File: src/sv/uaob_pkg.sv
// Shared types and constants for the unmultiply-and-blend pixel pipeline.
package uaob_pkg;

  localparam int unsigned CH_W       = 8;
  localparam int unsigned NUM_CH     = 3;
  localparam int unsigned NUM_W      = 16;   // width of 255 * channel
  localparam int unsigned RECIP_SHIFT = 24;  // fixed point of the reciprocal table
  localparam int unsigned RECIP_W    = RECIP_SHIFT + 1;
  localparam int unsigned TABLE_N    = 256;

  localparam logic [CH_W-1:0] ALPHA_OPAQUE      = 8'hff;
  localparam logic [CH_W-1:0] ALPHA_TRANSPARENT = 8'h00;
  localparam logic [CH_W-1:0] FULL_SCALE        = 8'd255;

  // One input pixel pair as it travels down the pipeline
  typedef struct packed {
    logic [NUM_CH-1:0][CH_W-1:0] fch;
    logic [CH_W-1:0]             alpha;
    logic [NUM_CH-1:0][CH_W-1:0] bch;
    logic                        last;
  } pix_t;

  // Unmultiplied front channels with the original pixel alongside
  typedef struct packed {
    logic [NUM_CH-1:0][CH_W-1:0] un;
    pix_t                        pix;
  } unm_t;

endpackage

File: src/sv/uaob_blend.sv
// Two-stage blend: weighted sum, then divide by 255 and pick the pass-through cases.
module uaob_blend (
  input  logic           clk,
  input  logic           rst_n,
  input  logic           in_valid,
  output logic           in_ready,
  input  uaob_pkg::unm_t in_unm,
  output logic           out_valid,
  input  logic           out_ready,
  output logic [uaob_pkg::NUM_CH-1:0][uaob_pkg::CH_W-1:0] out_ch,
  output logic           out_last
);
  import uaob_pkg::*;

  localparam int unsigned SumW = NUM_W + 1;

  logic v5_r, v6_r;
  logic en5, en6;

  logic [NUM_CH-1:0][NUM_W-1:0] m5_r;
  logic [NUM_CH-1:0][NUM_W-1:0] m5_nxt;
  pix_t                         pix5_r;
  logic [NUM_CH-1:0][CH_W-1:0]  ch6_r;
  logic [NUM_CH-1:0][CH_W-1:0]  ch6_nxt;
  logic                         last6_r;
  logic [NUM_CH-1:0][SumW-1:0]  y6;
  logic [NUM_CH-1:0][SumW-1:0]  s6;
  logic [CH_W-1:0]              inv_a;

  // Advance when empty or the next side takes
  assign en6      = !v6_r || out_ready;
  assign en5      = !v5_r || en6;
  assign in_ready = en5;

  always_ff @(posedge clk) begin
    if (!rst_n) begin
      v5_r <= 1'b0;
      v6_r <= 1'b0;
    end else begin
      if (en5) v5_r <= in_valid;
      if (en6) v6_r <= v5_r;
    end
  end

  assign inv_a = FULL_SCALE - in_unm.pix.alpha;

  always_comb begin
    for (int c = 0; c < NUM_CH; c++) begin
      // Weighted sum, at most 255*255; widen the operands so no product bits drop
      m5_nxt[c] = NUM_W'(in_unm.un[c]) * NUM_W'(in_unm.pix.alpha)
                + NUM_W'(in_unm.pix.bch[c]) * NUM_W'(inv_a);
      // Divide by 255: y = m + 1, (y + y/256) / 256
      y6[c] = SumW'(m5_r[c]) + SumW'(1);
      s6[c] = y6[c] + (y6[c] >> 8);
      unique case (pix5_r.alpha)
        ALPHA_TRANSPARENT: ch6_nxt[c] = pix5_r.bch[c];
        ALPHA_OPAQUE:      ch6_nxt[c] = pix5_r.fch[c];
        default:           ch6_nxt[c] = s6[c][8 +: CH_W];
      endcase
    end
  end

  // Hold payload while stalled
  always_ff @(posedge clk) begin
    if (en5) begin
      m5_r   <= m5_nxt;
      pix5_r <= in_unm.pix;
    end
    if (en6) begin
      ch6_r   <= ch6_nxt;
      last6_r <= pix5_r.last;
    end
  end

  assign out_valid = v6_r;
  assign out_ch    = ch6_r;
  assign out_last  = last6_r;

`ifndef SYNTHESIS
  // Opaque front pixel passes straight through
  a_opaque : assert property (@(posedge clk) disable iff (!rst_n)
    en6 && v5_r && (pix5_r.alpha == ALPHA_OPAQUE) |=> (ch6_r == $past(pix5_r.fch)))
    else $error("opaque pixel not passed through");

  // Transparent front pixel gives the back pixel
  a_transp : assert property (@(posedge clk) disable iff (!rst_n)
    en6 && v5_r && (pix5_r.alpha == ALPHA_TRANSPARENT) |=> (ch6_r == $past(pix5_r.bch)))
    else $error("transparent pixel not giving back pixel");
`endif

endmodule

File: config.mk
export PLATFORM = sky130hd
export DESIGN_NAME = uaob_blend
export DESIGN_NICKNAME = d
export VERILOG_FILES = /design/src/sv/uaob_pkg.sv /design/src/sv/uaob_blend.sv
export SDC_FILE = /design/constraint.sdc
export NUM_CORES = 1
export LEC_CHECK = 0
export ABC_CLOCK_PERIOD_IN_PS = 8300
export BUFFER_PORTS_ARGS = -buffer_cell sky130_fd_sc_hd__buf_2
export CELL_PAD_IN_SITES_DETAIL_PLACEMENT = 0
export CELL_PAD_IN_SITES_GLOBAL_PLACEMENT = 2
export CORE_ASPECT_RATIO = 0.8
export CORE_UTILIZATION = 40
export CTS_CLUSTER_SIZE = 20
export DETAILED_ROUTE_END_ITERATION = 8
export PLACE_DENSITY_LB_ADDON = 0.1
export SLEW_MARGIN = 20
export SYNTH_ARGS = -nofsm -noshare
export SYNTH_HDL_FRONTEND = slang
export SYNTH_SLANG_ARGS = --single-unit
File: constraint.sdc
create_clock -name clk -period 8.3 [get_ports clk]
set_input_delay 1.66 -clock clk [delete_from_list [all_inputs] [get_ports clk]]
set_output_delay 1.66 -clock clk [all_outputs]
set_load 0.02 [all_outputs]
==> impl_metrics.yaml <==
sta:
  relSlewSlack_pct: 43.4
  fin_skew_ns: 0.0103
  fin_crit_sh_pct: 86.8
  fin_ws_ns: 1.10
  final-setup-viol-count: 0
  grt_setup_unrepaired: "no"
  setup_tns_ns: 0
  drv_slew: 0
  worst_pin_slew_ns: 0.849
  max_freq_ghz: 0.139
  hold_violations: 0
  period_minus_slack_ns: 7.20
yosys:
  synth_ff_type: "edfxtp_1"
  postSynth.asyncResetShare_pct: 0
  synth_edf_count: 130
  synth_top_area_share_pct: 29.7
  post-synth-top-count-cell: "inv_1"
  ys.warnings.count: 0
  avgSynthCellArea_um2: 9.98
  netlist.top_cell.by_area: "fa_1"
  yosys-top-cells-count: "inv_1, fa_1, ha_1, nor2b_1, edfxtp_1"
  synth_area_um2: 19400
  ys_seq_elements: 132
  syn_inst: 1947
  ys_types: 67
  yosysSeqAreaShare_pct: 20.3
  synth.area.top_cells: "fa_1, edfxtp_1, ha_1"
setup_path:
  cp_data_required_time_ns: 8.50
  end_kind: "flip-flop"
  worstPathMaxFanout: 29
  start_kind: "input port"
  worstPathArrival_ns: 7.40
  critPathKind: "input port to flip-flop"
clock_tree:
  cts-hold-fix-buffers: 0
  post_cts_buffers: 0
  cts_buffers: 17
  clk_pin_slew_ns: 0.06
  cts_tree: "built"
  post_cts_resized: 0
  clock_latency_ns: 0.46
  clockBufferDepth: 2
  cts.htree.levels: 4
  cts.sink_count: 132
  cts_root_buf: "clkbuf_16"
power:
  pwr-share-seq_pct: 17.2
  power.density_nw_per_um2: 400
  peakVddDrop_mv: 0.444
  switching_share_pct: 47.5
  p_comb_share_pct: 73.7
  p_clk_share_pct: 9.1
  p_leak_nw: 10.3
  p_int_w: 0.00448
  netSwitchingPower_w: 0.00406
placement:
  gp_routability_congestion: 0.784
  place_hpwl_mm: 37.9
  portBuffers: 111
  post-place-ws_ns: 0.572
cells_and_area:
  antenna_cells: 0
  nets: 2633
  ff_latch_area_um2: 3940
  multi_input_area_um2: 13700
  drive_gt1_share_pct: 9.03
  fillers: 4654
  utilization_pct: 45.0
  area_growth_pct: 9.74
grt:
  overflow: 0
  globalRouteTotalUtil_pct: 20.8
  first_global_vias: 14000
  grt_max_degree: 67
  antenna_found_initial: 5
  grt_pass1_wl_mm: 78.9
job:
  maxCapViolCount: 0
routing:
  ant_nets: 0
  first_pass_iters: 4
  routed_wl_mm: 48.0
  vias: 13300
  wl_met3_mm: 1.44
  top_layer: "met4"
  drt-initial-drc-count: 575
  drc: 0
  avgViaCountPerCell: 4.96
  wl_met1_mm: 25.0
  wl_met2_mm: 21.3
  wl_per_cell_um: 17.9
min_path:
  hp-class: "flip-flop to flip-flop"
floorplan:
  die_y_um: 199
  initial_core_util_pct: 41.0
  die_area_um2: 49500
  pin_count: 112
  core-area_um2: 47400
  row_count: 71
  fp.dieW_um: 248
run_status:
  status: "complete, no violations"
[per-layer routing]
| metal | track usage [%] | vias up |
|---|---|---|
| met5 | 0 | - |
| met3 | 2.42 | 18 |
| met1 | 31.0 | 6728 |
| li1 | - | 6366 |
| met2 | 32.6 | 181 |
| met4 | 4.19 | 0 |
[state kept, by name, summed over array words and instances, names as in the netlist]
name       cells
out_last       1
pix5_r        57
out_valid      1
m5_r          48
v5_r           1
out_ch        24
[stage by stage]
stage	hold slack [ns]	cell area (µm²)	power [W]	std cells
final	0.424	21300	0.00854	2680
after detailed placement	0.406	20800	0.00781	2648
after CTS	0.421	21300	0.00865	2680
after global placement	0.405	20800	0.00780	2648
after floorplan	0.400	19400	0.00633	1949
after global routing	0.434	21300	0.00962	2680
[placed cells by master, fill, tap and decap left out, types with 4 or more instances in the layout]
cell type / instances
o31ai_1: 14
nand2b_1: 54
a211o_1: 4
a21o_1: 17
nor2b_1: 142
and2_1: 115
nor2_1: 35
nor4_1: 12
o21bai_1: 6
and3_1: 13
nand2_1: 99
a31oi_1: 6
or2_2: 5
inv_6: 4
a22oi_1: 24
buf_2: 111
inv_1: 429
xor2_1: 27
and4_1: 6
a21oi_1: 37
buf_4: 14
edfxtp_1: 130
ha_1: 213
fa_1: 288
nor3_1: 18
o21ai_0: 27
nand4b_1: 4
nand3_1: 24
or4_1: 4
nand4_1: 20
xnor2_1: 64
o21a_1: 7
clkbuf_16: 17
[cell type report]
class,instances,area share [%]
Multi-Input combinational cell,1340,64.3
Clock inverter,13,0.698
Inverter,429,7.55
Clock buffer,19,2.03
Tap cell,620,3.64
Sequential cell,132,18.5
Timing Repair Buffer,127,3.28
[worst max-delay path, cell delays in order]
cell and delay, ns:
buf_2 0.59, buf_12 0.25, nand2b_1 0.15, fa_1 0.43
fa_1 0.50, inv_1 0.05, fa_1 0.50, fa_1 0.44
fa_1 0.49, inv_1 0.05, fa_1 0.47, inv_1 0.04
ha_1 0.33, and3_1 0.21, o21ai_0 0.14, o21ai_0 0.41
a2111oi_0 0.19, or3b_2 0.47
[kinds of logic (layout without fill, tap and decap cells)]
logic type,after synthesis,after routing,synth area share [%]
mux,4,4,0.225
other cells,1,3,0.0193
flops,132,132,20.3
compound gates,170,170,6.00
buf+inv,477,588,9.22
simple gates,571,571,16.8
fa+ha+maj,501,501,43.4
xor+xnor,91,91,4.10
[final timing paths]
kind | startpoint | to | slack (ns) | depth (start not counted)
max | in_unm[30] | m5_r[47]$_DFFE_PP_ | 1.10 | 18
min | pix5_r[0]$_DFFE_PP_ | out_last$_DFFE_PP_ | 0.42 | 0
max reg2reg | m5_r[0]$_DFFE_PP_ | out_ch[5]$_DFFE_PP_ | 4.05 | 11
min reg2reg | pix5_r[0]$_DFFE_PP_ | out_last$_DFFE_PP_ | 0.42 | 0
[power by group through the flow]
stage | logic, W | clock network [W] | registers, W
3_3_place_gp | 0.00631 | 0 | 0.00149
4_1_cts | 0.00638 | 0.000799 | 0.00147
5_1_grt | 0.00730 | 0.000820 | 0.00150
2_1_floorplan | 0.00483 | 0 | 0.00150
6_report | 0.00629 | 0.000777 | 0.00147
3_5_place_dp | 0.00633 | 0 | 0.00149
(Power assumes the default switching activity.)
